## src/hw/rtl/lss_pkg.sv

```systemverilog
// Shared types and constants for the line shape sum evaluator.
package lss_pkg;

  localparam int unsigned QueueDepth = 2;
  localparam int unsigned SumWidth   = 40;

  localparam logic signed [SumWidth-1:0] SumMax = {1'b0, {(SumWidth-1){1'b1}}};
  localparam logic signed [SumWidth-1:0] SumMin = {1'b1, {(SumWidth-1){1'b0}}};

  typedef enum logic [0:0] {
    MODEL_LORENTZ = 1'b0,
    MODEL_FANO    = 1'b1
  } line_model_e;

  typedef struct packed {
    logic [32:0] dist_mag;
    logic        dist_neg;
    logic [30:0] width;
    logic [15:0] asym;
    logic [31:0] amp_mag;
    logic        amp_neg;
    logic        zero_width;
    logic        last_term;
  } term_t;

  typedef enum logic [3:0] {
    ST_IDLE,
    ST_NORM,
    ST_DSQ,
    ST_GSQ,
    ST_QD,
    ST_QQ,
    ST_VSQ,
    ST_WDEN,
    ST_SCALE,
    ST_DIV,
    ST_AMUL,
    ST_ACC,
    ST_EMIT
  } back_state_e;

endpackage

```

## src/hw/rtl/lss_front.sv

```systemverilog
// Input stage: accepts a term request, forms |x - x0| and |a| and flags a zero width.
module lss_front (
  input  logic                clk_i,
  input  logic                rst_ni,
  input  logic                in_valid_i,
  output logic                in_stall_o,
  input  logic signed [31:0]  x_value_i,
  input  logic signed [31:0]  amplitude_i,
  input  logic signed [31:0]  location_i,
  input  logic        [30:0]  width_i,
  input  logic signed [15:0]  asymmetry_i,
  input  logic                last_term_i,
  input  logic                q_full_i,
  output logic                q_push_o,
  output lss_pkg::term_t      q_data_o
);

  logic           valid_q, valid_d;
  lss_pkg::term_t item_q, item_d;
  logic signed [32:0] diff;
  logic        [32:0] amp_ext;
  logic               accept;

  assign q_push_o   = valid_q && !q_full_i;
  assign in_stall_o = valid_q && q_full_i;
  assign accept     = in_valid_i && !in_stall_o;
  assign q_data_o   = item_q;

  always_comb begin
    diff    = {x_value_i[31], x_value_i} - {location_i[31], location_i};
    amp_ext = {amplitude_i[31], amplitude_i};
    item_d.dist_neg   = diff[32];
    item_d.dist_mag   = diff[32] ? 33'(-diff) : 33'(diff);
    item_d.width      = width_i;
    item_d.asym       = asymmetry_i;
    item_d.amp_neg    = amplitude_i[31];
    item_d.amp_mag    = amplitude_i[31] ? 32'(-amp_ext) : amplitude_i;
    item_d.zero_width = (width_i == '0);
    item_d.last_term  = last_term_i;
  end

  always_comb begin
    valid_d = valid_q;
    if (q_push_o) begin
      valid_d = 1'b0;
    end
    if (accept) begin
      valid_d = 1'b1;
    end
  end

  always_ff @(posedge clk_i or negedge rst_ni) begin
    if (!rst_ni) begin
      valid_q <= 1'b0;
    end else begin
      valid_q <= valid_d;
    end
  end

  always_ff @(posedge clk_i) begin
    if (accept) begin
      item_q <= item_d;
    end
  end

endmodule

```

## src/hw/rtl/lss_fifo.sv

```systemverilog
// Short request queue between the input stage and the evaluation engine.
module lss_fifo #(
  parameter int unsigned Depth = lss_pkg::QueueDepth
) (
  input  logic           clk_i,
  input  logic           rst_ni,
  input  logic           push_i,
  input  lss_pkg::term_t data_i,
  output logic           full_o,
  input  logic           pop_i,
  output logic           empty_o,
  output lss_pkg::term_t data_o
);

  localparam int unsigned PtrW = (Depth > 1) ? $clog2(Depth) : 1;
  localparam int unsigned CntW = $clog2(Depth + 1);

  lss_pkg::term_t mem_q [Depth];
  logic [PtrW-1:0] wr_ptr_q, wr_ptr_d, rd_ptr_q, rd_ptr_d;
  logic [CntW-1:0] cnt_q, cnt_d;
  logic            do_push, do_pop;

  assign full_o  = (cnt_q == CntW'(Depth));
  assign empty_o = (cnt_q == '0);
  assign data_o  = mem_q[rd_ptr_q];
  assign do_push = push_i && !full_o;
  assign do_pop  = pop_i && !empty_o;

  always_comb begin
    wr_ptr_d = wr_ptr_q;
    rd_ptr_d = rd_ptr_q;
    cnt_d    = cnt_q;
    if (do_push) begin
      wr_ptr_d = (wr_ptr_q == PtrW'(Depth - 1)) ? '0 : wr_ptr_q + 1'b1;
    end
    if (do_pop) begin
      rd_ptr_d = (rd_ptr_q == PtrW'(Depth - 1)) ? '0 : rd_ptr_q + 1'b1;
    end
    if (do_push && !do_pop) begin
      cnt_d = cnt_q + 1'b1;
    end else if (do_pop && !do_push) begin
      cnt_d = cnt_q - 1'b1;
    end
  end

  always_ff @(posedge clk_i or negedge rst_ni) begin
    if (!rst_ni) begin
      wr_ptr_q <= '0;
      rd_ptr_q <= '0;
      cnt_q    <= '0;
    end else begin
      wr_ptr_q <= wr_ptr_d;
      rd_ptr_q <= rd_ptr_d;
      cnt_q    <= cnt_d;
    end
  end

  always_ff @(posedge clk_i) begin
    if (do_push) begin
      mem_q[wr_ptr_q] <= data_i;
    end
  end

endmodule

```

## src/hw/rtl/lss_back.sv

```systemverilog
// Evaluation engine: shape ratio on a shared multiplier and a divider, accumulation, result register.
module lss_back (
  input  logic                clk_i,
  input  logic                rst_ni,
  input  logic                q_empty_i,
  input  lss_pkg::term_t      q_data_i,
  output logic                q_pop_o,
  input  logic                line_model_i,
  output logic                out_valid_o,
  input  logic                out_stall_i,
  output logic signed [39:0]  spectrum_value_o,
  output logic                error_flag_o
);

  lss_pkg::back_state_e state_q, state_d;
  lss_pkg::term_t       item_q, item_d;

  logic [32:0] nm_q, nm_d, ng_q, ng_d, norm_max;
  logic [30:0] sumsq_q, sumsq_d;
  logic [30:0] av_q, av_d;
  logic [30:0] w_q, w_d;
  logic [63:0] num_q, num_d, den_q, den_d;
  logic [31:0] rem_q, rem_d;
  logic [30:0] lo_q, lo_d;
  logic [30:0] quot_q, quot_d;
  logic [4:0]  cnt_q, cnt_d;
  logic [32:0] mag_q, mag_d;
  logic signed [39:0] acc_q, acc_d;
  logic        err_q, err_d;
  logic        outv_q, outv_d, oute_q, oute_d;
  logic signed [39:0] outs_q, outs_d;

  logic [31:0] mul_a, mul_b;
  logic [63:0] mul_p;
  logic [15:0] q_mag;
  logic        fano, norm_done, out_free;
  logic signed [32:0] prod_s, v_s;
  logic [32:0] rem2;
  logic        ge;
  logic [63:0] rnd;
  logic signed [40:0] term_s, sum_s;

  assign fano      = (line_model_i == lss_pkg::MODEL_FANO);
  assign q_mag     = item_q.asym[15] ? 16'(-item_q.asym) : item_q.asym;
  assign norm_max  = (nm_q > ng_q) ? nm_q : ng_q;
  assign norm_done = (norm_max[32:15] == '0) && norm_max[14];
  assign out_free  = !outv_q || !out_stall_i;

  assign out_valid_o      = outv_q;
  assign spectrum_value_o = outs_q;
  assign error_flag_o     = oute_q;

  // One multiplier shared by all product steps.
  always_comb begin
    mul_a = '0;
    mul_b = '0;
    case (state_q)
      lss_pkg::ST_DSQ: begin
        mul_a = {17'b0, nm_q[14:0]};
        mul_b = {17'b0, nm_q[14:0]};
      end
      lss_pkg::ST_GSQ: begin
        mul_a = {17'b0, ng_q[14:0]};
        mul_b = {17'b0, ng_q[14:0]};
      end
      lss_pkg::ST_QD: begin
        mul_a = {16'b0, q_mag};
        mul_b = {17'b0, nm_q[14:0]};
      end
      lss_pkg::ST_QQ: begin
        mul_a = {16'b0, q_mag};
        mul_b = {16'b0, q_mag};
      end
      lss_pkg::ST_VSQ: begin
        mul_a = {1'b0, av_q};
        mul_b = {1'b0, av_q};
      end
      lss_pkg::ST_WDEN: begin
        mul_a = {1'b0, w_q};
        mul_b = {1'b0, sumsq_q};
      end
      lss_pkg::ST_AMUL: begin
        mul_a = item_q.amp_mag;
        mul_b = {1'b0, quot_q};
      end
      default: begin
        mul_a = '0;
        mul_b = '0;
      end
    endcase
  end

  assign mul_p = mul_a * mul_b;

  always_comb begin
    state_d = state_q;
    case (state_q)
      lss_pkg::ST_IDLE: begin
        if (!q_empty_i) begin
          state_d = q_data_i.zero_width ? lss_pkg::ST_ACC : lss_pkg::ST_NORM;
        end
      end
      lss_pkg::ST_NORM: begin
        if (norm_done) begin
          state_d = lss_pkg::ST_DSQ;
        end
      end
      lss_pkg::ST_DSQ:  state_d = lss_pkg::ST_GSQ;
      lss_pkg::ST_GSQ:  state_d = fano ? lss_pkg::ST_QD : lss_pkg::ST_SCALE;
      lss_pkg::ST_QD:   state_d = lss_pkg::ST_QQ;
      lss_pkg::ST_QQ:   state_d = lss_pkg::ST_VSQ;
      lss_pkg::ST_VSQ:  state_d = lss_pkg::ST_WDEN;
      lss_pkg::ST_WDEN: state_d = lss_pkg::ST_SCALE;
      lss_pkg::ST_SCALE: begin
        if (den_q[63:32] == '0) begin
          state_d = lss_pkg::ST_DIV;
        end
      end
      lss_pkg::ST_DIV: begin
        if (cnt_q == '0) begin
          state_d = lss_pkg::ST_AMUL;
        end
      end
      lss_pkg::ST_AMUL: state_d = lss_pkg::ST_ACC;
      lss_pkg::ST_ACC:  state_d = item_q.last_term ? lss_pkg::ST_EMIT : lss_pkg::ST_IDLE;
      lss_pkg::ST_EMIT: begin
        if (out_free) begin
          state_d = lss_pkg::ST_IDLE;
        end
      end
      default: state_d = lss_pkg::ST_IDLE;
    endcase
  end

  always_comb begin
    q_pop_o = (state_q == lss_pkg::ST_IDLE) && !q_empty_i;
  end

  always_comb begin
    item_d  = item_q;
    nm_d    = nm_q;
    ng_d    = ng_q;
    sumsq_d = sumsq_q;
    av_d    = av_q;
    w_d     = w_q;
    num_d   = num_q;
    den_d   = den_q;
    rem_d   = rem_q;
    lo_d    = lo_q;
    quot_d  = quot_q;
    cnt_d   = cnt_q;
    mag_d   = mag_q;
    acc_d   = acc_q;
    err_d   = err_q;
    outv_d  = outv_q && out_stall_i;
    outs_d  = outs_q;
    oute_d  = oute_q;
    prod_s  = {2'b0, mul_p[30:0]};
    v_s     = '0;
    rem2    = {rem_q, lo_q[30]};
    ge      = (rem2 >= {1'b0, den_q[31:0]});
    rnd     = mul_p + 64'(1 << 29);
    term_s  = item_q.amp_neg ? -$signed({8'b0, mag_q}) : $signed({8'b0, mag_q});
    sum_s   = {acc_q[39], acc_q} + term_s;
    case (state_q)
      lss_pkg::ST_IDLE: begin
        if (!q_empty_i) begin
          item_d = q_data_i;
          nm_d   = q_data_i.dist_mag;
          ng_d   = {2'b0, q_data_i.width};
        end
      end
      // Scale |d| and g together until the larger one has 15 significant bits.
      lss_pkg::ST_NORM: begin
        if (norm_max[32:15] != '0) begin
          nm_d = nm_q >> 1;
          ng_d = ng_q >> 1;
        end else if (!norm_max[14]) begin
          nm_d = nm_q << 1;
          ng_d = ng_q << 1;
        end
      end
      lss_pkg::ST_DSQ: begin
        sumsq_d = mul_p[30:0];
      end
      lss_pkg::ST_GSQ: begin
        sumsq_d = sumsq_q + mul_p[30:0];
        num_d   = {34'b0, mul_p[29:0]};
        den_d   = {33'b0, 31'(sumsq_q + mul_p[30:0])};
      end
      lss_pkg::ST_QD: begin
        v_s  = ((item_q.asym[15] ^ item_q.dist_neg) ? -prod_s : prod_s)
               + $signed({10'b0, ng_q[14:0], 8'b0});
        av_d = v_s[32] ? 31'(-v_s) : v_s[30:0];
      end
      lss_pkg::ST_QQ: begin
        w_d = 31'(65536) + mul_p[30:0];
      end
      lss_pkg::ST_VSQ: begin
        num_d = mul_p;
      end
      lss_pkg::ST_WDEN: begin
        den_d = mul_p;
      end
      lss_pkg::ST_SCALE: begin
        if (den_q[63:32] != '0) begin
          den_d = den_q >> 1;
          num_d = num_q >> 1;
        end else begin
          rem_d  = {1'b0, num_q[31:1]};
          lo_d   = {num_q[0], 30'b0};
          quot_d = '0;
          cnt_d  = 5'd30;
        end
      end
      // Restoring division, one quotient bit per cycle.
      lss_pkg::ST_DIV: begin
        rem_d  = ge ? 32'(rem2 - {1'b0, den_q[31:0]}) : rem2[31:0];
        lo_d   = lo_q << 1;
        quot_d = {quot_q[29:0], ge};
        cnt_d  = cnt_q - 1'b1;
      end
      lss_pkg::ST_AMUL: begin
        mag_d = rnd[62:30];
      end
      lss_pkg::ST_ACC: begin
        if (item_q.zero_width) begin
          acc_d = item_q.amp_neg ? lss_pkg::SumMin : lss_pkg::SumMax;
          err_d = 1'b1;
        end else if (!sum_s[40] && sum_s[39]) begin
          acc_d = lss_pkg::SumMax;
          err_d = 1'b1;
        end else if (sum_s[40] && !sum_s[39]) begin
          acc_d = lss_pkg::SumMin;
          err_d = 1'b1;
        end else begin
          acc_d = sum_s[39:0];
        end
      end
      lss_pkg::ST_EMIT: begin
        if (out_free) begin
          outv_d = 1'b1;
          outs_d = acc_q;
          oute_d = err_q;
          acc_d  = '0;
          err_d  = 1'b0;
        end
      end
      default: begin
        item_d = item_q;
      end
    endcase
  end

  always_ff @(posedge clk_i or negedge rst_ni) begin
    if (!rst_ni) begin
      state_q <= lss_pkg::ST_IDLE;
      acc_q   <= '0;
      err_q   <= 1'b0;
      outv_q  <= 1'b0;
    end else begin
      state_q <= state_d;
      acc_q   <= acc_d;
      err_q   <= err_d;
      outv_q  <= outv_d;
    end
  end

  always_ff @(posedge clk_i) begin
    item_q  <= item_d;
    nm_q    <= nm_d;
    ng_q    <= ng_d;
    sumsq_q <= sumsq_d;
    av_q    <= av_d;
    w_q     <= w_d;
    num_q   <= num_d;
    den_q   <= den_d;
    rem_q   <= rem_d;
    lo_q    <= lo_d;
    quot_q  <= quot_d;
    cnt_q   <= cnt_d;
    mag_q   <= mag_d;
    outs_q  <= outs_d;
    oute_q  <= oute_d;
  end

endmodule

```

## src/hw/rtl/line_shape_sum_evaluator_core.sv

```systemverilog
// Top level of the line shape sum evaluator: input stage, request queue, evaluation engine.
// A term's time in the engine depends on the model, the normalize shifter, the denominator scaling
// shifter and the 31-step divider; a zero-width term skips them and goes straight to accumulation.
// The input stage and two-entry queue take further requests while the engine works.
// After the last term, the sum passes through the accumulator and then the result register.
// Reset clears the running sum, the sticky error, the model register (Lorentzian) and all valids.
module line_shape_sum_evaluator_core (
  input  logic                clk_i,
  input  logic                rst_ni,
  input  logic                cfg_we_i,
  input  logic                cfg_wdata_i,
  input  logic                in_valid_i,
  output logic                in_stall_o,
  input  logic signed [31:0]  x_value_i,
  input  logic signed [31:0]  amplitude_i,
  input  logic signed [31:0]  location_i,
  input  logic        [30:0]  width_i,
  input  logic signed [15:0]  asymmetry_i,
  input  logic                last_term_i,
  output logic                out_valid_o,
  input  logic                out_stall_i,
  output logic signed [39:0]  spectrum_value_o,
  output logic                error_flag_o
);

  logic           model_q, model_d;
  logic           q_push, q_full, q_pop, q_empty;
  lss_pkg::term_t q_in, q_out;

  assign model_d = cfg_we_i ? cfg_wdata_i : model_q;

  always_ff @(posedge clk_i or negedge rst_ni) begin
    if (!rst_ni) begin
      model_q <= lss_pkg::MODEL_LORENTZ;
    end else begin
      model_q <= model_d;
    end
  end

  lss_front u_front (
    .clk_i       (clk_i),
    .rst_ni      (rst_ni),
    .in_valid_i  (in_valid_i),
    .in_stall_o  (in_stall_o),
    .x_value_i   (x_value_i),
    .amplitude_i (amplitude_i),
    .location_i  (location_i),
    .width_i     (width_i),
    .asymmetry_i (asymmetry_i),
    .last_term_i (last_term_i),
    .q_full_i    (q_full),
    .q_push_o    (q_push),
    .q_data_o    (q_in)
  );

  lss_fifo #(
    .Depth (lss_pkg::QueueDepth)
  ) u_fifo (
    .clk_i   (clk_i),
    .rst_ni  (rst_ni),
    .push_i  (q_push),
    .data_i  (q_in),
    .full_o  (q_full),
    .pop_i   (q_pop),
    .empty_o (q_empty),
    .data_o  (q_out)
  );

  lss_back u_back (
    .clk_i            (clk_i),
    .rst_ni           (rst_ni),
    .q_empty_i        (q_empty),
    .q_data_i         (q_out),
    .q_pop_o          (q_pop),
    .line_model_i     (model_q),
    .out_valid_o      (out_valid_o),
    .out_stall_i      (out_stall_i),
    .spectrum_value_o (spectrum_value_o),
    .error_flag_o     (error_flag_o)
  );

endmodule
```

## config.mk

```make
export PLATFORM = sky130hd
export DESIGN_NAME = line_shape_sum_evaluator_core
export DESIGN_NICKNAME = d
export VERILOG_FILES = /design/src/hw/rtl/lss_pkg.sv /design/src/hw/rtl/lss_front.sv /design/src/hw/rtl/lss_fifo.sv /design/src/hw/rtl/lss_back.sv /design/src/hw/rtl/line_shape_sum_evaluator_core.sv
export SDC_FILE = /design/constraint.sdc
export NUM_CORES = 2
export LEC_CHECK = 0
export ABC_CLOCK_PERIOD_IN_PS = 18900
export BUFFER_PORTS_ARGS = -buffer_cell sky130_fd_sc_hd__buf_2
export CORE_UTILIZATION = 40
export CTS_BUF_LIST = sky130_fd_sc_hd__clkbuf_4 sky130_fd_sc_hd__clkbuf_8 sky130_fd_sc_hd__clkbuf_16
export CTS_CLUSTER_DIAMETER = 30
export DETAILED_ROUTE_END_ITERATION = 6
export PLACE_DENSITY = 0.56
export SYNTH_ARGS = -nofsm -noshare
export SYNTH_HDL_FRONTEND = slang
export SYNTH_SLANG_ARGS = --single-unit
```

## constraint.sdc

```tcl
create_clock -name clk_i -period 18.9 [get_ports clk_i]
set_input_delay 4.725 -clock clk_i [delete_from_list [all_inputs] [get_ports clk_i]]
set_output_delay 4.725 -clock clk_i [all_outputs]
set_load 0.05 [all_outputs]
```

== Word level (Yosys, flattened, before mapping) ==
Memory sizes are Yosys's and may differ from the RTL's.
Index checks and enable logic that the tools add are counted.
Widths: inputs -> output; s select.
Storage, ports and cells
  flip-flop bits (word level): 680
  RAM bits: 232
  input bits: 150
  output and inout port bits: 43
  word-level logic and storage cells: 195
  memories: 1
Cells by class
  add/subtract/negate cells: 18
  multiply operators: 1
  magnitude comparators: 2
  eq/ne operators: 22
  muxes and demuxes: 61
  bitwise logic cells: 2
  reduce and logical (&&, ||, !) cells: 49
Memory list
  u_fifo.mem_q: depth 2, bits a word 116, rd ports 1, clocked after memory_dff 0, write ports 1, line lss_fifo.sv:18  | lss_pkg::term_t mem_q [Depth];
Operators with widths (number)
  $pmux 64 s3: 2
  $mux 33: 8
  $mux 40: 5
  $pmux 32 s6: 1
  $pmux 31 s2: 3
  $pmux 31 s6: 1
  $pmux 33 s2: 2
  $mux 64: 2
  $mux 31: 4
  $mux 32: 3
  $pmux 40 s2: 1
  $pmux 32 s2: 1
  $add 63x30->63 const B: 1
  $mul 32x31->63: 1
  $pmux 4 s13: 1
  $add 41x41->41: 1
  $mux 41: 1
  $neg 33->41: 1
  $add 33x24->33: 1
  $ge 33x32->1: 1
  $gt 33x33->1: 1
  $neg 31->33: 1
  $neg 33->33: 1
  $sub 32x32->33: 1
  45 further kinds: 110

== Depth between registers and ports, before layout ==
  depth after elaboration: 9
  depth in mapped cells: 53
  depth with buffers taken out: 50

== Modules after synthesis ==
From an unflattened synthesis, not the netlist that was laid out.
Second synthesis, totals
  cell total of the unflattened synthesis: 7956
  area total of the unflattened synthesis: 79921.7 um^2
By module, submodules not included
  lss_back: times used 1, cells an instance 6873, area an instance 63923.8 um^2, sequential area each 15564.9 um^2
  lss_fifo: times used 1, cells an instance 380, area an instance 8678.3 um^2, sequential area each 7066.8 um^2
  lss_front: times used 1, cells an instance 701, area an instance 7279.5 um^2, sequential area each 3508.4 um^2
  line_shape_sum_evaluator_core: times used 1, cells an instance 2, area an instance 40.0 um^2, sequential area each 25.0 um^2

== Worst setup path before layout ==
Ideal clock, no wire load.
  path type: register to register
  from: reg u_back.state_q[3]
  to: reg u_back.av_q[30] (data pin)
  data arrival time: 12.817 ns
  data required time: 18.636 ns
  setup slack: 5.819 ns
  cell stages (with the launch flop): 47
  buffers on the path: 6
  clock period less this slack: 13.081 ns
  cells stage by stage: dfrtp_1 -> clkbuf_1 -> nand2b_1 -> clkbuf_1 -> or2_2 -> clkbuf_1 -> nor2_1 -> a222oi_1 -> nand3_1 -> clkbuf_1 -> nand2_1 -> fa_1 -> fa_1 -> fa_1 -> inv_1 -> fa_1 -> inv_1 -> fa_1 -> (+11 left out) -> or3_1 -> clkbuf_1 -> clkinv_1 -> nor2_1 -> a21oi_1 -> xnor2_1 -> ha_1 -> and2_1 -> a22o_1 -> a311oi_1 -> mux2_2 -> nor3_1 -> nor3b_1 -> a21oi_1 -> or2_2 -> or3_1 -> o31ai_1 -> xnor2_1
Between the ends
  longest elaborated chain between the ends: 9
Ends and longest elaborated chain
  start: declaration: line lss_back.sv:15  | lss_pkg::back_state_e state_q, state_d;
  start signal: assignment: line lss_back.sv:257  | state_q <= lss_pkg::ST_IDLE;
  start signal: assignment: line lss_back.sv:262  | state_q <= state_d;
  $eq 4x3->1 / $eq 4x2->1 (equally long branches): line lss_back.sv:57  | case (state_q)
  $reduce_or 2->1 (no source line)
  $pmux 32 s6 / $pmux 31 s6 (equally long branches): line lss_back.sv:57
  $mul 32x31->63 (*): line lss_back.sv:93  | assign mul_p = mul_a * mul_b;
  $neg 31->33: line lss_back.sv:192  | v_s = ((item_q.asym[15] ^ item_q.dist_neg) ? -prod_s : prod_s)
  $mux 33 (*): line lss_back.sv:192
  $add 33x24->33 (*): line lss_back.sv:193  | + $signed({10'b0, ng_q[14:0], 8'b0});
  $neg 31->31: line lss_back.sv:194  | av_d = v_s[32] ? 31'(-v_s) : v_s[30:0];
  $mux 31 (*): line lss_back.sv:194
  end signal: assignment: line lss_back.sv:274  | av_q <= av_d;
  end: declaration: line lss_back.sv:20  | logic [30:0] av_q, av_d;
Mark *: on every way between the ends. The rest lies on a longest branch, timed or not.
A chain may end at the register's enable or synchronous reset.

== Final worst setup path ==
  from: reg u_back.state_q[2]
  to: reg u_back.av_q[30] (data pin)
Same word-level chain as after synthesis.

==> results.py <==
metrics = {
    "timing": {
        "period_needed_ns": 14.47,
        "timing.fmax_mhz": 69.1,
        "finalHoldViolations": 0,
        "worstMarginPinSlew_ns": 1.33,
        "fin_tns_setup_ns": 0,
        "timing.final.setup_violations": 0,
        "final.period_utilization": 0.766,
        "slew-limit-headroom": 0.115,
        "final-max-slew-violation-count": 0,
        "setup_repair_after_global_routing_missed_its_margin": "no",
        "clock-skew-final_ns": 0.105,
    },
    "global_routing": {
        "grt_pass1_wl_um": 384000,
        "grt_overflow_total": 0,
        "grt_pass1_vias": 61300,
        "global_route.usage.total": 0.257,
        "number_of_antenna_violations_at_the_first_check_in_global_routing": 4,
        "grt_start_max_net_pins": 95,
    },
    "cts": {
        "worst_skew_pair_later_pin_latency_ns": 0.84,
        "path_clk_slew_ns": 0.05,
        "cts_buffers": 193,
        "cts_htree_levels": 4,
        "clock-sinks": 880,
        "number_of_hold_repair_buffers_added_at_the_cts_stage": 0,
        "cts_max_path_buffers": 3,
        "tritoncts_clock_tree": "done",
        "ctsRootBufferMaster": "clkbuf_16",
        "cts_repair_resize_count": 0,
        "cts_setup_buffers": 0,
    },
    "cells_and_area": {
        "layout-area-overhead-vs-synth_pct": 14.0,
        "final_net_count": 9506,
        "final_core_utilization": 0.461,
        "drive_gt1_frac": 0.105,
        "layout_common_cells": "nand2_1 (1145), inv_1 (1054), fa_1 (871), edfxtp_1 (828), nor2_1 (480)",
        "mostFrequentLayoutCell": "nand2_1",
        "fillerInstances": 18500,
    },
    "placed_design": {
        "finalWeightedCongestion": 0.978,
        "placement.io_buffers": 192,
        "dp_hpwl_um": 195000,
    },
    "routing": {
        "routed-via-count": 59300,
        "drt-total-wl_um": 255000,
        "drtAntennaViolNets": 0,
        "route.detailed.drc": 0,
        "first_pass_iters": 6,
        "vias_per_inst": 5.48,
        "post_drt_wl_per_cell_um": 23.6,
        "dr.first_iter.drc_count": 4218,
    },
    "critical_path": {
        "timing.critical_path.from_type": "flop",
        "critPathMostFrequentCell": "fa_1",
        "cp_data_arrival_time_ns": 14.94,
        "timing.critical_path.fanout_max": 68,
        "setup.worst_path.end_class": "flop",
        "worst-r2r-setup-slack_ns": 4.43,
        "cp.required_ns": 19.37,
        "cpPeakStageDelay_ns": 1.00,
        "cp_max_stage_cell": "a221o_1",
        "path_class": "flop to flop",
    },
    "outcome": {
        "outcome": "finished, final reports clean",
    },
    "logic_synthesis": {
        "syn-num-nets": 9347,
        "ys_seq_area_frac": 0.331,
        "ys_top_cells_by_area": "edfxtp_1 (31%), fa_1 (22%), ha_1 (7.1%), nand2_1 (5.5%), inv_1 (5.0%)",
        "mappedNetlistArea_um2": 78900,
        "synth-edff-count": 828,
        "synth_ff_type": "edfxtp_1",
        "post_synth_num_cell_types": 97,
        "postSynthCellCount": 7877,
        "yosysTopAreaCellShare": 0.315,
        "synthesis.yosys.warnings": 0,
        "ys_seq_elements": 880,
        "synth_top_area_cell": "edfxtp_1",
        "average_footprint_of_a_synthesized_cell_um2": 10.0,
        "postSynth.asyncResetShare": 0.0591,
    },
    "run": {
        "cap_violations": 0,
    },
    "worst_hold_path": {
        "holdCritPathClass": "flop to flop",
    },
    "pwr": {
        "post-layout-total-power_mw": 13.3,
        "vdd.ir_drop.worst_uv": 103,
        "total_leakage_power_nw": 37.5,
        "pwr_density_cell_nw_per_um2": 147,
    },
    "die": {
        "num_io_pins": 193,
        "dieWidth_um": 446,
        "initial_utilization": 0.404,
        "die_area_um2": 199000,
        "core_region_area_um2": 195000,
        "fp-row-count": 162,
        "chipHeight_um": 446,
    },
}
[area by class of cell]
class | instances | area [µm²] | share of cell area
Sequential cell | 880 | 26200 | 0.291
Clock buffer | 206 | 4930 | 0.0548
Clock inverter | 157 | 1960 | 0.0218
Timing Repair Buffer | 336 | 2040 | 0.0227
Inverter | 1061 | 3980 | 0.0443
Antenna cell | 1 | 2.50 | 0.0000278
Multi-Input combinational cell | 5564 | 47600 | 0.529
Tap cell | 2624 | 3280 | 0.0365
[state kept, by name, summed over array words and instances, names as in the netlist, 2 cells and up]
register / flops
u_back.num_q: 63
u_back.nm_q: 33
u_back.item_q: 52
u_front.q_data_o: 116
u_back.av_q: 31
u_back.rem_q: 32
u_back.w_q: 31
u_fifo.cnt_q: 2
u_back.den_q: 63
u_back.quot_q: 31
u_back.cnt_q: 5
u_back.spectrum_value_o: 40
u_fifo.mem_q: 232
u_back.state_q: 4
u_back.ng_q: 33
u_back.sumsq_q: 31
u_back.mag_q: 33
u_back.acc_q: 40
[worst paths after layout]
check	startpoint	to	depth (start not counted)
max in group asynchronous	rst_ni	u_fifo.rd_ptr_q	2
min reg2reg	u_front.q_data_o[109]	u_fifo.mem_q[1][109]	0
min	u_front.q_data_o[109]	u_fifo.mem_q[1][109]	0
max reg2reg	u_back.state_q[2]	u_back.av_q[30]	42
min in group asynchronous	rst_ni	u_back.acc_q[19]	2
max	u_back.state_q[2]	u_back.av_q[30]	42
[metrics by stage]
| step | hold WS (ns) | worst slack, ns | std cells | cell area (µm²) |
|---|---|---|---|---|
| 2_1_floorplan | 0.421 | 5.82 | 7877 | 78900 |
| 3_3_place_gp | 0.424 | 4.78 | 10500 | 83100 |
| 3_5_place_dp | 0.429 | 4.56 | 10500 | 83100 |
| 4_1_cts | 0.414 | 4.49 | 10800 | 90000 |
| 5_1_grt | 0.429 | 3.52 | 10800 | 90000 |
| 6_report | 0.432 | 4.43 | 10800 | 90000 |
[report_power, final]
group          internal (mW)  switching [mW]
registers               3.12           0.396
clock network           2.22            1.22
logic                   2.24            4.05
total                   7.59            5.66
[per-layer routing]
layer | routed length (µm) | global-route usage
met5 | 13 | 0
met4 | 13900 | 0.125
met3 | 14300 | 0.0386
met2 | 122000 | 0.429
met1 | 105000 | 0.326
[critical path, delay by kind of cell (launching register included)]
kind                     cells  cell delay [ns]
flip-flops                   1             0.70
buffers and inverters        6             1.21
AO/OA/AOI/OAI                8             3.16
adder cells (fa/ha/maj)     11             4.69
AND/OR/NAND/NOR             13             3.35
XOR/XNOR                     3             0.56
multiplexers                 1             0.40
[cell families after synthesis]
kind of cell	synth area share
flip-flops	0.331
adder cells (fa/ha/maj)	0.292
AND/OR/NAND/NOR	0.132
multiplexers	0.0175
XOR/XNOR	0.0438
buffers and inverters	0.0685
AO/OA/AOI/OAI	0.115
[cells in the mapped netlist, drive strengths merged (76+ instances only)]
library cell and n:
a211oi 92, a21o 128, a21oi 381, a22oi 89
and2 79, clkbuf 348, edfxtp 828, fa 871
ha 449, inv 1054, mux2i 76, nand2 1160
nand3 92, nor2 491, nor2b 100, nor3 78
o21ai 263, xnor2 292, xor2 101
No activity file was read; power rests on OpenSTA's default activity.
